## config.mk

```make
export PLATFORM = sky130hd
export DESIGN_NAME = gregorian_date_facts_core
export DESIGN_NICKNAME = d
export VERILOG_FILES = /design/src/rtl/gdf_pkg.sv /design/src/rtl/gregorian_date_facts_core.sv /design/src/rtl/gdf_div100.sv
export SDC_FILE = /design/constraint.sdc
export NUM_CORES = 1
export LEC_CHECK = 0
export ABC_AREA = 1
export BUFFER_PORTS_ARGS = -buffer_cell sky130_fd_sc_hd__buf_2
export CELL_PAD_IN_SITES_DETAIL_PLACEMENT = 0
export CELL_PAD_IN_SITES_GLOBAL_PLACEMENT = 1
export CORE_UTILIZATION = 35
export CTS_CLUSTER_DIAMETER = 30
export DETAILED_ROUTE_END_ITERATION = 16
export GPL_ROUTABILITY_DRIVEN = 1
export PLACE_DENSITY_LB_ADDON = 0.1
export SLEW_MARGIN = 5
export SYNTH_ARGS = -nofsm -noshare
export SYNTH_HDL_FRONTEND = slang
export SYNTH_HIERARCHICAL = 1
export SYNTH_SLANG_ARGS = --single-unit
```

## constraint.sdc

```tcl
create_clock -name clk -period 6.85 [get_ports clk]
set_clock_uncertainty 0.05 [all_clocks]
set_input_delay 0.685 -clock clk [delete_from_list [all_inputs] [get_ports clk]]
set_output_delay 0.685 -clock clk [all_outputs]
set_load 0.02 [all_outputs]
```

## src/rtl/gdf_pkg.sv

```systemverilog
`timescale 1ns / 1ps

package gdf_pkg;

  localparam int unsigned YEAR_W  = 14;
  localparam int unsigned MONTH_W = 4;
  localparam int unsigned DAY_W   = 5;
  localparam int unsigned NUM_W   = 15;
  localparam int unsigned QUO_W   = 8;

  localparam logic [12:0] DIV100_MUL   = 13'd5243;
  localparam int unsigned DIV100_SHIFT = 19;
  localparam logic [15:0] MOD7_MUL     = 16'd37450;
  localparam int unsigned MOD7_SHIFT   = 18;

  localparam logic [MONTH_W-1:0] MONTH_FEB = 4'd2;
  localparam logic [MONTH_W-1:0] MONTH_DEC = 4'd12;

  typedef struct packed {
    logic       date_valid;
    logic [8:0] days_to_year_end;
    logic [4:0] days_to_month_end;
    logic [2:0] days_to_week_end;
    logic [4:0] month_length;
    logic       is_leap_year;
    logic       is_business_day;
    logic       is_weekend;
    logic       is_sunday;
    logic [2:0] weekday;
  } gdf_res_t;

  function automatic logic [4:0] month_days(input logic [MONTH_W-1:0] m);
    logic [4:0] d;
    case (m)
      4'd1, 4'd3, 4'd5, 4'd7, 4'd8, 4'd10, 4'd12: d = 5'd31;
      4'd4, 4'd6, 4'd9, 4'd11:                    d = 5'd30;
      MONTH_FEB:                                  d = 5'd28;
      default:                                    d = 5'd0;
    endcase
    return d;
  endfunction

  function automatic logic [8:0] days_before(input logic [MONTH_W-1:0] m);
    logic [8:0] d;
    case (m)
      4'd2:    d = 9'd31;
      4'd3:    d = 9'd59;
      4'd4:    d = 9'd90;
      4'd5:    d = 9'd120;
      4'd6:    d = 9'd151;
      4'd7:    d = 9'd181;
      4'd8:    d = 9'd212;
      4'd9:    d = 9'd243;
      4'd10:   d = 9'd273;
      4'd11:   d = 9'd304;
      4'd12:   d = 9'd334;
      default: d = 9'd0;
    endcase
    return d;
  endfunction

  // (31 * shifted month) / 12, March counted as month 1
  function automatic logic [4:0] month_shift(input logic [MONTH_W-1:0] m);
    logic [4:0] s;
    case (m)
      4'd1:    s = 5'd28;
      4'd2:    s = 5'd31;
      4'd3:    s = 5'd2;
      4'd4:    s = 5'd5;
      4'd5:    s = 5'd7;
      4'd6:    s = 5'd10;
      4'd7:    s = 5'd12;
      4'd8:    s = 5'd15;
      4'd9:    s = 5'd18;
      4'd10:   s = 5'd20;
      4'd11:   s = 5'd23;
      4'd12:   s = 5'd25;
      default: s = 5'd0;
    endcase
    return s;
  endfunction

endpackage

```

## src/rtl/gregorian_date_facts_core.sv

```systemverilog
`timescale 1ns / 1ps

// Gregorian date facts: one date (year, month, day) goes in per word and one
// word of facts comes out: weekday (Sunday 0), Sunday/weekend/business-day
// flags, leap year, month length and the days left to Saturday, to month end
// (end day counted) and to 31 December (end day not counted). A date whose
// month or day is out of range comes back with date_valid low and all day
// counts and weekday flags zero; leap year and month length are still given.
// The block takes one date every clock while the output side is not stalled
// and has four register stages (input, quotient, sum, result); a result passes
// through them in that order to the output. Each stage advances on its own, so
// bubbles are squeezed out under back-pressure.
module gregorian_date_facts_core (
  input  logic        clk,
  input  logic        rst_n,
  input  logic        in_tvalid,
  output logic        in_tready,
  input  logic [23:0] in_tdata,   // year[13:0], month[17:14], day_of_month[22:18], zero pad
  output logic        out_tvalid,
  input  logic        out_tready,
  output logic [31:0] out_tdata   // weekday[2:0], is_sunday[3], is_weekend[4],
                                  // is_business_day[5], is_leap_year[6],
                                  // month_length[11:7], days_to_week_end[14:12],
                                  // days_to_month_end[19:15], days_to_year_end[28:20],
                                  // date_valid[29], zero pad
);
  import gdf_pkg::*;

  logic adv1, adv2, adv3, adv4;

  // stage 1: input register
  logic               v1_r;
  logic [YEAR_W-1:0]  year1_r;
  logic [MONTH_W-1:0] mon1_r;
  logic [DAY_W-1:0]   day1_r;

  // stage 2: quotients
  logic               v2_r;
  logic [YEAR_W-1:0]  year2_r;
  logic [MONTH_W-1:0] mon2_r;
  logic [DAY_W-1:0]   day2_r;
  logic [NUM_W-1:0]   ys2_r, ys_nxt;
  logic [QUO_W-1:0]   qs100_r, qs400_r, qy100_r, qy400_r;
  logic [QUO_W-1:0]   qs100_nxt, qs400_nxt, qy100_nxt, qy400_nxt;

  // stage 3: weekday sum, leap, validity
  logic               v3_r;
  logic [MONTH_W-1:0] mon3_r;
  logic [DAY_W-1:0]   day3_r;
  logic [NUM_W-1:0]   sum3_r, sum_nxt;
  logic               leap3_r, leap_nxt;
  logic [4:0]         mlen3_r, mlen_nxt;
  logic               valid3_r, valid_nxt;

  // stage 4: result register
  logic               v4_r;
  gdf_res_t           res_r, res_nxt;

  assign adv4      = !v4_r || out_tready;
  assign adv3      = !v3_r || adv4;
  assign adv2      = !v2_r || adv3;
  assign adv1      = !v1_r || adv2;
  assign in_tready = adv1;

  // stage 1 -> 2
  logic a_shift;
  assign a_shift = (mon1_r <= MONTH_FEB);
  assign ys_nxt  = NUM_W'(year1_r) + NUM_W'(400) - NUM_W'(a_shift);

  gdf_div100 u_div_s100 (.num(ys_nxt),                 .quo(qs100_nxt));
  gdf_div100 u_div_s400 (.num(NUM_W'(ys_nxt >> 2)),    .quo(qs400_nxt));
  gdf_div100 u_div_y100 (.num(NUM_W'(year1_r)),        .quo(qy100_nxt));
  gdf_div100 u_div_y400 (.num(NUM_W'(year1_r >> 2)),   .quo(qy400_nxt));

  // stage 2 -> 3
  logic [YEAR_W-1:0] rem100;
  logic [YEAR_W-3:0] rem400;
  logic              mvalid;
  logic [4:0]        mbase;

  always_comb begin
    rem100   = year2_r - YEAR_W'(qy100_r) * YEAR_W'(7'd100);
    rem400   = year2_r[YEAR_W-1:2] - (YEAR_W-2)'(qy400_r) * (YEAR_W-2)'(7'd100);
    leap_nxt = (year2_r[1:0] == 2'b00) && ((rem100 != '0) || (rem400 == '0));
    mvalid   = (mon2_r >= 4'd1) && (mon2_r <= MONTH_DEC);
    mbase    = month_days(mon2_r);
    mlen_nxt = (mon2_r == MONTH_FEB && leap_nxt) ? 5'd29 : mbase;
    valid_nxt = mvalid && (day2_r != '0) && (day2_r <= mlen_nxt);
    sum_nxt  = NUM_W'(day2_r) + ys2_r + NUM_W'(ys2_r >> 2) - NUM_W'(qs100_r)
             + NUM_W'(qs400_r) + NUM_W'(month_shift(mon2_r));
  end

  // stage 3 -> 4
  logic [31:0] prod7;
  logic [11:0] q7;
  logic [2:0]  wd;
  logic [8:0]  doy;
  logic [8:0]  ylen;

  always_comb begin
    prod7 = 32'(sum3_r) * 32'(MOD7_MUL);
    q7    = 12'(prod7 >> MOD7_SHIFT);
    wd    = 3'(sum3_r - NUM_W'(q7) * NUM_W'(3'd7));
    doy   = days_before(mon3_r) + 9'(day3_r) + 9'(leap3_r && (mon3_r > MONTH_FEB));
    ylen  = leap3_r ? 9'd366 : 9'd365;
    res_nxt                   = '0;
    res_nxt.is_leap_year      = leap3_r;
    res_nxt.month_length      = mlen3_r;
    res_nxt.date_valid        = valid3_r;
    if (valid3_r) begin
      res_nxt.weekday           = wd;
      res_nxt.is_sunday         = (wd == 3'd0);
      res_nxt.is_weekend        = (wd == 3'd0) || (wd == 3'd6);
      res_nxt.is_business_day   = !((wd == 3'd0) || (wd == 3'd6));
      res_nxt.days_to_week_end  = 3'd6 - wd;
      res_nxt.days_to_month_end = mlen3_r - day3_r + 5'd1;
      res_nxt.days_to_year_end  = ylen - doy;
    end
  end

  always_ff @(posedge clk) begin
    if (!rst_n) begin
      v1_r <= 1'b0;
      v2_r <= 1'b0;
      v3_r <= 1'b0;
      v4_r <= 1'b0;
    end else begin
      if (adv1) v1_r <= in_tvalid;
      if (adv2) v2_r <= v1_r;
      if (adv3) v3_r <= v2_r;
      if (adv4) v4_r <= v3_r;
    end
  end

  always_ff @(posedge clk) begin
    if (adv1 && in_tvalid) begin
      year1_r <= in_tdata[13:0];
      mon1_r  <= in_tdata[17:14];
      day1_r  <= in_tdata[22:18];
    end
    if (adv2 && v1_r) begin
      year2_r <= year1_r;
      mon2_r  <= mon1_r;
      day2_r  <= day1_r;
      ys2_r   <= ys_nxt;
      qs100_r <= qs100_nxt;
      qs400_r <= qs400_nxt;
      qy100_r <= qy100_nxt;
      qy400_r <= qy400_nxt;
    end
    if (adv3 && v2_r) begin
      mon3_r   <= mon2_r;
      day3_r   <= day2_r;
      sum3_r   <= sum_nxt;
      leap3_r  <= leap_nxt;
      mlen3_r  <= mlen_nxt;
      valid3_r <= valid_nxt;
    end
    if (adv4 && v3_r) begin
      res_r <= res_nxt;
    end
  end

  assign out_tvalid = v4_r;
  assign out_tdata  = {2'b00, res_r};

  a_invalid_zero: assert property (@(posedge clk) disable iff (!rst_n)
    out_tvalid && !res_r.date_valid |->
      res_r.weekday == '0 && res_r.days_to_month_end == '0 &&
      res_r.days_to_year_end == '0 && !res_r.is_business_day)
    else $error("invalid date gave nonzero facts");

  a_flags: assert property (@(posedge clk) disable iff (!rst_n)
    out_tvalid && res_r.date_valid |->
      res_r.is_business_day == !res_r.is_weekend &&
      res_r.is_weekend == (res_r.weekday == 3'd0 || res_r.weekday == 3'd6) &&
      res_r.weekday <= 3'd6)
    else $error("weekday flags disagree");

  a_week_end: assert property (@(posedge clk) disable iff (!rst_n)
    out_tvalid && res_r.date_valid |->
      (res_r.days_to_week_end + res_r.weekday) == 3'd6)
    else $error("days to week end wrong");

  a_month_end: assert property (@(posedge clk) disable iff (!rst_n)
    out_tvalid && res_r.date_valid |->
      res_r.days_to_month_end != '0 && res_r.days_to_month_end <= res_r.month_length)
    else $error("days to month end out of range");

endmodule

```

## src/rtl/gdf_div100.sv

```systemverilog
`timescale 1ns / 1ps

module gdf_div100 (
  input  logic [gdf_pkg::NUM_W-1:0] num,
  output logic [gdf_pkg::QUO_W-1:0] quo
);
  import gdf_pkg::*;

  logic [27:0] prod;

  assign prod = 28'(num) * 28'(DIV100_MUL);
  assign quo  = QUO_W'(prod >> DIV100_SHIFT);

endmodule

```

; ---- Word level (Yosys, flattened, before mapping)
; Memory sizes are Yosys's and may differ from the RTL's. A register that Yosys moved wholly into a read port is not among the register bits.
; Cells that the tools add are included.
[word_totals]
rom_bits = 304
memories = 3
in_bits = 28
reg_bits = 158
wordCells = 96
[memory_table]
columns = memory, depth, width, read_ports, rd_clocked_by_memory_dff, wr, line
row1 = (no name shown), 16, 9, 1, 1, 0, gdf_pkg.sv:45  ; case (m)
row2 = (no name shown), 16, 5, 1, 1, 0, gdf_pkg.sv:34  ; case (m)
row3 = (no name shown), 16, 5, 1, 1, 0, gdf_pkg.sv:65  ; case (m)
[classes]
n_addsub = 16
reduce_logical = 26
eq_ne = 2
n_mul = 8
mux = 5
order_cmp = 5
[ops]
columns = operator, n
row1 = $mul A15 B15 Y29 const B, 1
row2 = $mul A14 B13 Y27 const B, 1
row3 = $mul A15 B13 Y27 const B, 1
row4 = $mul A13 B13 Y26 const B, 1
row5 = $mul A12 B13 Y25 const B, 1
row6 = $add A14 B9 Y15 const B, 1
row7 = $add A15 B13 Y15, 1
row8 = $add A15 B5 Y15, 1
row9 = $add A15 B8 Y15, 1
row10 = $add A5 B15 Y15, 1
row11 = $sub A15 B1 Y15, 1
row12 = $sub A15 B8 Y15, 1
row13 = $reduce_bool A14 Y1, 1
row14 = $sub A14 B14 Y14, 1
row15 = $logic_not A12 Y1, 1
row16 = $mul A12 B3 Y3 const B, 1
row17 = $mul A8 B5 Y12 const B, 1
row18 = $mux W4, 3
row19 = $sub A12 B12 Y12, 1
row20 = $logic_and A1 B1 Y1, 10
row21 = $mul A8 B5 Y10 const B, 1
row22 = $add A9 B1 Y9, 1
row23 = $add A9 B5 Y9, 1
row24 = $sub A9 B9 Y9, 1
row25 = other kinds (18), 27

; ---- Logic depth before layout (Yosys ltp)
; Gate-level depths: netlist of run 1.
[depth]
word_depth = 9
ltp_mapped = 37

; ---- Cells and area by module
; The synthesis of run 1 kept the hierarchy.
[by_module_without_submodules]
columns = mod, cells_each, area_per_inst_um2, seq_area_each_um2, n_inst
row1 = gregorian_date_facts_core, 1303, 13017.5, 4894.7, 1
row2 = gdf_div100 at u_div_s400 ..., 479, 3947.5, 0.0, 2
row3 = gdf_div100 at u_div_s100, 509, 4037.6, 0.0, 1
row4 = gdf_div100 at u_div_y400, 476, 3918.8, 0.0, 1

; ---- Worst setup path before layout of run 1
; Ideal clock, no wire load.
[synth_timing]
path_type = reg2reg
start = register mon1_r[0]
end = register qs100_r[3] (data pin)
arrival_time_ns = 6.503
setup_time_ns = 0.252
setup_slack_ns = 0.044
required_ns = 6.548
stages_incl_launch_ff = 32
path_cell_list = edfxtp_1 -> a21oi_1 -> nand2_1 -> inv_1 -> ha_1 -> inv_1 -> ha_1 -> fa_1 -> nand3_1 -> nand3_1 -> a21boi_1 -> o21ai_1 -> a21boi_1 -> xor2_1 -> fa_1 -> ha_1 -> inv_1 -> fa_1 -> inv_1 -> fa_1 -> inv_1 -> fa_1 -> inv_1 -> ha_1 -> nand2_1 -> inv_1 -> a21oi_1 -> nor3_1 -> nor2_1 -> nand2_1 -> nand2_1 -> nand2_1
[synth_via]
elab_chain_len = 3
[synth_rtl]
columns = item, line
row1 = start: declaration, gregorian_date_facts_core.sv:34  ; logic [MONTH_W-1:0] mon1_r;
row2 = start signal: assignment, gregorian_date_facts_core.sv:138  ; mon1_r <= in_tdata[17:14];
row3 = $le A4 B2 Y1, gregorian_date_facts_core.sv:67  ; assign a_shift = (mon1_r <= MONTH_FEB);
row4 = $sub A15 B1 Y15, gregorian_date_facts_core.sv:68  ; assign ys_nxt = NUM_W'(year1_r) + NUM_W'(400) - NUM_W'(a_shift);
row5 = via ys_nxt[11], gregorian_date_facts_core.sv:42  ; logic [NUM_W-1:0] ys2_r, ys_nxt;
row6 = $mul A15 B13 Y27, gdf_div100.sv:11  ; assign prod = 28'(num) * 28'(DIV100_MUL);
row7 = via qs100_nxt[3], gregorian_date_facts_core.sv:44  ; logic [QUO_W-1:0] qs100_nxt, qs400_nxt, qy100_nxt, qy400_nxt;
row8 = end signal: assignment, gregorian_date_facts_core.sv:146  ; qs100_r <= qs100_nxt;
row9 = end: declaration, gregorian_date_facts_core.sv:43  ; logic [QUO_W-1:0] qs100_r, qs400_r, qy100_r, qy400_r;
; The timed path passes the listed nets, and every way through them passes these cells.
; A chain may end at the register's enable or synchronous reset.

; ---- Worst setup path after layout of run 1
[layout_timing]
start = register mon1_r[1]
end = register qs100_r[5] (data pin)
; The elaborated chain is that of the path after synthesis.

==> results of run 1 <==
## synth_stat cells (3+ instances only)
library cell,number
a21boi_0,3
a21boi_1,3
a21o_1,7
a21oi_1,152
a21oi_2,3
a31oi_1,4
buf_4,5
dfxtp_1,21
edfxtp_1,149
fa_1,339
ha_1,612
inv_1,787
inv_2,17
nand2_1,516
nand2_2,29
nand3_1,122
nand3_2,6
nand4_1,40
nor2_1,160
nor2_2,22
nor2_4,5
nor3_1,10
nor3_2,18
nor4_1,4
o21a_1,5
o21ai_0,69
o21ai_1,13
o21ai_2,7
o21bai_1,18
o221ai_1,3
o22ai_1,3
or2_1,6
xnor2_1,28
xor2_1,37
## per-stage QoR
stage	cell area [um2]	instances	setup TNS [ns]	util
after floorplan	29000	3292	0	-
after global placement	31200	4462	-0.0695	0.385
after detailed placement	31200	4462	-0.581	0.385
after CTS	31800	4494	0	0.393
after global routing	32300	4505	-0.117	0.399
final	32300	4506	0	0.399
## logic make-up after synthesis
| logic type | after synthesis | share of synthesized area |
|---|---|---|
| compound gates | 297 | 0.0574 |
| xor+xnor | 65 | 0.0197 |
| fa+ha+maj | 951 | 0.500 |
| buf+inv | 813 | 0.106 |
| flops | 170 | 0.170 |
| other cells | 1 | 0.000130 |
| simple gates | 949 | 0.146 |
## metal layers
metal	up-vias	share of wire	track usage
met5	-	0	0
met4	0	0.013	0.0320
met3	39	0.019	0.0143
met2	172	0.46	0.296
met1	9964	0.51	0.251
li1	10600	-	-
## registers in the layout (all words and copies together) (netlist names), 4 cells and up, named ones only
register and flops:
day3_r 5, qs100_r 8, day2_r 5, year1_r 14, day1_r 5, qs400_r 8, mon2_r 4, qy100_r 8
sum3_r 15, qy400_r 8, ys2_r 15, year2_r 14, mon1_r 4, mon3_r 4, out_tdata 27
## repair_timing
item | CTS | global route
pin swaps | 0 | 41
buffers inserted | 0 | 11
endpoints found under the hold margin | 0 | 0
resized for setup | 7 | 86
setup endpoints to repair | 13 | 16
## worst register-to-register path: cells and delay by family (launching register included)
kind,cells,cell delay (ns)
adder cells (fa/ha/maj),9,3.24
AND/OR/NAND/NOR,12,0.94
AO/OA/AOI/OAI,6,0.86
buffers and inverters,9,0.76
flip-flops,1,0.41
## final cells by class
cell class | instances | area [um2]
inverter | 806 | 3030
tap | 1060 | 1330
sequential | 170 | 4890
clock inverter | 13 | 178
clock buffer | 19 | 433
multi-input combinational | 2309 | 21500
antenna | 1 | 2.50
fill | 8248 | 48700
timing repair buffer | 128 | 932
## worst max-delay path by stage
stage	end	from
floorplan	qs100_r[3]	mon1_r[0]
global placement	qs400_r[3]	mon1_r[0]
detailed placement	qs400_r[4]	mon1_r[0]
CTS	qs400_r[6]	mon1_r[0]
global route	qs100_r[2]	mon1_r[1]
finish	qs100_r[5]	mon1_r[1]
==> flow_summary_export.csv, run 1 <==
group,metric,value,unit
synth,syn_area,0.0289,mm2
grt,track_usage,0.177,
setup_path,cp_data_required_time,7.01,ns
routing,dr.pass1.iters,5,
setup_path,cp-end-kind,"register",
setup_path,reg2reg_slack,0.35,ns
synth,synthFlopType,"edfxtp_1",
grt,antenna_found_initial,1,
placed_design,hpwl,61.4,mm
routing,wirelength,70.5,mm
hold_path,min_path_cells,1,
timing,whs,0.360,ns
routing,vias_per_cell,4.62,
flow_run,maxCapViolations,0,
cts,cts_buffers,17,
synth,avgSynthCellArea,8.89,um2
cts,numClockSinks,170,
synth,synth_area_leader_cell,"ha_1",
synth,synth_async_sr_flop_share,0,
synth,synth_area_leaders,"ha_1, fa_1, edfxtp_1",
grt,overflow,0,
die,start_util,0.356,
synth,ys_seq_area_frac,0.170,
die,fp.dieW,289,um
synth,yosys.area.top_type_share,0.265,
die,fp.dieH,289,um
die,io_pins,62,
hold_path,hp-start,"in_tdata[10]",
grt,grt_max_degree,53,
grt,grt_pass1_wl,116,mm
die,dieArea,0.0836,mm2
synth,synth_edf_count,149,
timing,finalHoldViolCount,0,
synth,yosys_warnings,6,
timing,post-route-period-util,0.948,
setup_path,path_class,"reg -> reg",
cts,path_clk_slew,0.07,ns
grt,first_global_vias,22100,
setup_path,cp.depth,36,
setup_path,cp_top_family,"adder cells",
routing,vias,20800,
synth,synth_cell_types,52,
cells_and_area,layout_commonest_cell,"inv_1",
timing,fmax,154,MHz
setup_path,r2r_start,"mon1_r[1]",
setup_path,cp-start-kind,"register",
placed_design,place.gp.congestion,0.834,
die,num_rows,104,
setup_path,slowest_stage,"fa_1",
cts,ctsLongestPathBuffers,2,
cells_and_area,drive_gt1_frac,0.101,
cts,holdBufCountCts,0,
setup_path,cp_num_buf_inv,9,
cells_and_area,syn_to_final_growth,12.0,%
die,core_area,0.0811,mm2
timing,worst_slack,0.353,ns
status,status,"finished, final reports clean",
synth,synthCells,3246,
hold_path,hold_class,"in -> reg",
timing,maxSlewViolCount,0,
cts,cts_tree,"built",
cts,root_buffer,"clkbuf_16",
setup_path,r2r_end,"qs100_r[5]",
cells_and_area,final_nets,4411,
hold_path,hold-path-endpoint,"year1_r[10]",
synth,synth_seq_cells,170,
timing,worstMarginPinSlew,0.822,ns
routing,drt-initial-drc-count,744,
routing,wire_per_inst,15.6,um
setup_path,worst-path-max-fanout,8,
routing,drc_errors,0,
placed_design,port_buffers,58,
setup_path,reg2regPathDepth,36,
placed_design,pre_cts_slack,-0.102,ns
timing,maxSlewHeadroom,0.451,
cts,worstSkewPairLatency,0.45,ns
setup_path,slowest_delay,0.56,ns
cts,htreeDepth,4,
timing,setup_viol,0,
routing,ant_nets,0,
cells_and_area,final_cell_mix,"inv_1, ha_1, nand2_1, fa_1, edfxtp_1",
setup_path,cp.arrival,6.65,ns
timing,post-route-min-period,6.50,ns
Power of run 1 is not shown: default switching activity piles up to over one toggle a cycle in this logic, so the estimate is an artifact.
==> run 2: changes to the inputs <==
==> constraint.sdc (replaced) <==
create_clock -name clk -period 6.85 [get_ports clk]
set_clock_uncertainty 0.05 [all_clocks]
set_input_delay 0 -clock clk [delete_from_list [all_inputs] [get_ports clk]]
set_output_delay 0 -clock clk [all_outputs]
set_load 0.02 [all_outputs]
==> flow_summary_export.csv, run 2 (synthesis results as in run 1) <==
group,metric,value,unit
cells_and_area,nFillCells,8162,
die,fp.dieH,289,um
cells_and_area,n_antenna_cell,0,
placed_design,hpwl,62.5,mm
timing,post-route-min-period,6.54,ns
setup_path,path_class,"reg -> reg",
cells_and_area,largest_reg_flops,27,
placed_design,pre_cts_slack,0.0394,ns
cells_and_area,syn_to_final_growth,11.9,%
cells_and_area,final_nets,4425,
placed_design,place.gp.congestion,0.850,
status,status,"finished, final reports clean",
grt,grt_pass1_wl,118,mm
timing,worst_slack,0.312,ns
cts,ctsLongestPathBuffers,2,
timing,finalHoldViolCount,0,
hold_path,hp-start,"in_tdata[21]",
routing,dr.pass1.iters,5,
hold_path,hold-path-endpoint,"day1_r[3]",
setup_path,reg2reg_slack,0.31,ns
die,start_util,0.356,
placed_design,dp_cells,4454,
cts,path_clk_slew,0.08,ns
setup_path,slowest_stage,"fa_1",
grt,antenna_found_initial,2,
cells_and_area,layout_commonest_cell,"inv_1",
setup_path,r2r_end,"qs400_r[2]",
timing,maxSlewViolCount,0,
cts,root_buffer,"clkbuf_16",
die,num_rows,104,
cells_and_area,final_cell_mix,"inv_1, ha_1, nand2_1, fa_1, nor2_1",
timing,finalSetupTns,0,ns
cts,cts_tree,"built",
setup_path,cp_data_required_time,7.02,ns
cts,htreeDepth,4,
routing,wirelength,71.8,mm
cts,worstSkewPairLatency,0.46,ns
routing,vias_per_cell,4.63,
setup_path,worst-path-max-fanout,7,
cells_and_area,final_cells,4519,
die,dieArea,0.0836,mm2
setup_path,slowest_delay,0.52,ns
grt,track_usage,0.180,
grt,grt_max_degree,72,
timing,worstMarginPinSlew,1.01,ns
setup_path,cp.arrival,6.71,ns
placed_design,port_buffers,58,
setup_path,r2r_start,"mon1_r[1]",
die,io_pins,62,
timing,post-route-period-util,0.954,
timing,fmax,153,MHz
die,core_area,0.0811,mm2
die,fp.dieW,289,um
setup_path,timing.critical_path.mode_cell,"inv_1",
setup_path,reg2regPathDepth,34,
grt,first_global_vias,22200,
routing,ant_nets,0,
flow_run,maxCapViolations,0,
routing,wire_per_inst,15.9,um
timing,rsz0062_at_grt,"yes",
setup_path,cp-end-kind,"register",
timing,setup_viol,0,
routing,vias,20900,
routing,drc_errors,0,
cts,numClockSinks,170,
hold_path,hold_class,"in -> reg",
routing,drt-initial-drc-count,694,
setup_path,cp-start-kind,"register",
hold_path,min_path_cells,2,
cts,cts_buffers,17,
timing,maxSlewHeadroom,0.326,
grt,overflow,0,
cells_and_area,drive_gt1_frac,0.0922,
-- run 2: changes by cell type in the layout (fill, tap and decap cells not counted), moves of 4 or more --
cell	previous run	this run
dlygate4sd3_1	0	27
buf_4	60	49
ha_1	595	602
ha_4	15	9
nor2_4	11	6
clkinv_8	0	4
inv_8	2	6
-- run 2: worst max-delay path by stage --
stage / startpoint / end / slack, ns / depth (start not counted)
3_5_place_dp: mon1_r[0] / qs400_r[4] / 0.04 / 35
6_report: mon1_r[1] / qs400_r[2] / 0.31 / 34
2_1_floorplan: mon1_r[0] / qs100_r[3] / 0.04 / 31
5_1_grt: mon1_r[1] / qs400_r[2] / -0.06 / 34
3_3_place_gp: mon1_r[0] / qs400_r[4] / 0.12 / 35
4_1_cts: mon1_r[0] / qs400_r[4] / 0.01 / 35
-- run 2: cell type report --
class	instances	area, um2	share of cell area
multi-input cells	2309	21400	0.661
flip-flops and latches	170	4890	0.151
inverters	806	3030	0.0937
well taps	1060	1330	0.0410
repair buffers	142	1090	0.0337
clock buffers	17	425	0.0132
clock inverters	15	184	0.00569
-- run 2: critical path, delay by kind of cell, from the launching register on --
family / cells / cell delay (ns)
compound gates: 6 / 0.85
flops: 1 / 0.39
buf+inv: 10 / 0.86
simple gates: 9 / 0.91
fa+ha+maj: 9 / 3.21
-- run 2: metal layers --
| metal | up-vias | GRT usage | share of wire |
|---|---|---|---|
| met2 | 219 | 0.296 | 0.46 |
| met3 | 46 | 0.0165 | 0.022 |
| li1 | 10700 | - | - |
| met5 | - | 0 | 0 |
| met1 | 10000 | 0.257 | 0.51 |
| met4 | 0 | 0.0364 | 0.014 |
-- run 2: through the flow --
| stage | hold WS (ns) | instance area (um2) | utilization |
|---|---|---|---|
| 6_report | 0.208 | 32300 | 0.399 |
| 5_1_grt | 0.190 | 32300 | 0.399 |
| 4_1_cts | 0.175 | 32000 | 0.395 |
| 3_5_place_dp | 0.129 | 31100 | 0.384 |
| 3_3_place_gp | 0.132 | 31100 | 0.384 |
| 2_1_floorplan | 0.0489 | 29000 | - |
-- run 2: repair_timing --
action,CTS,global route
buffers inserted,0,6
hold endpoints to repair,27,0
setup endpoints to repair,0,16
hold buffers,27,0
gates resized for setup,0,58
Power of run 2 is left out for the same reason.
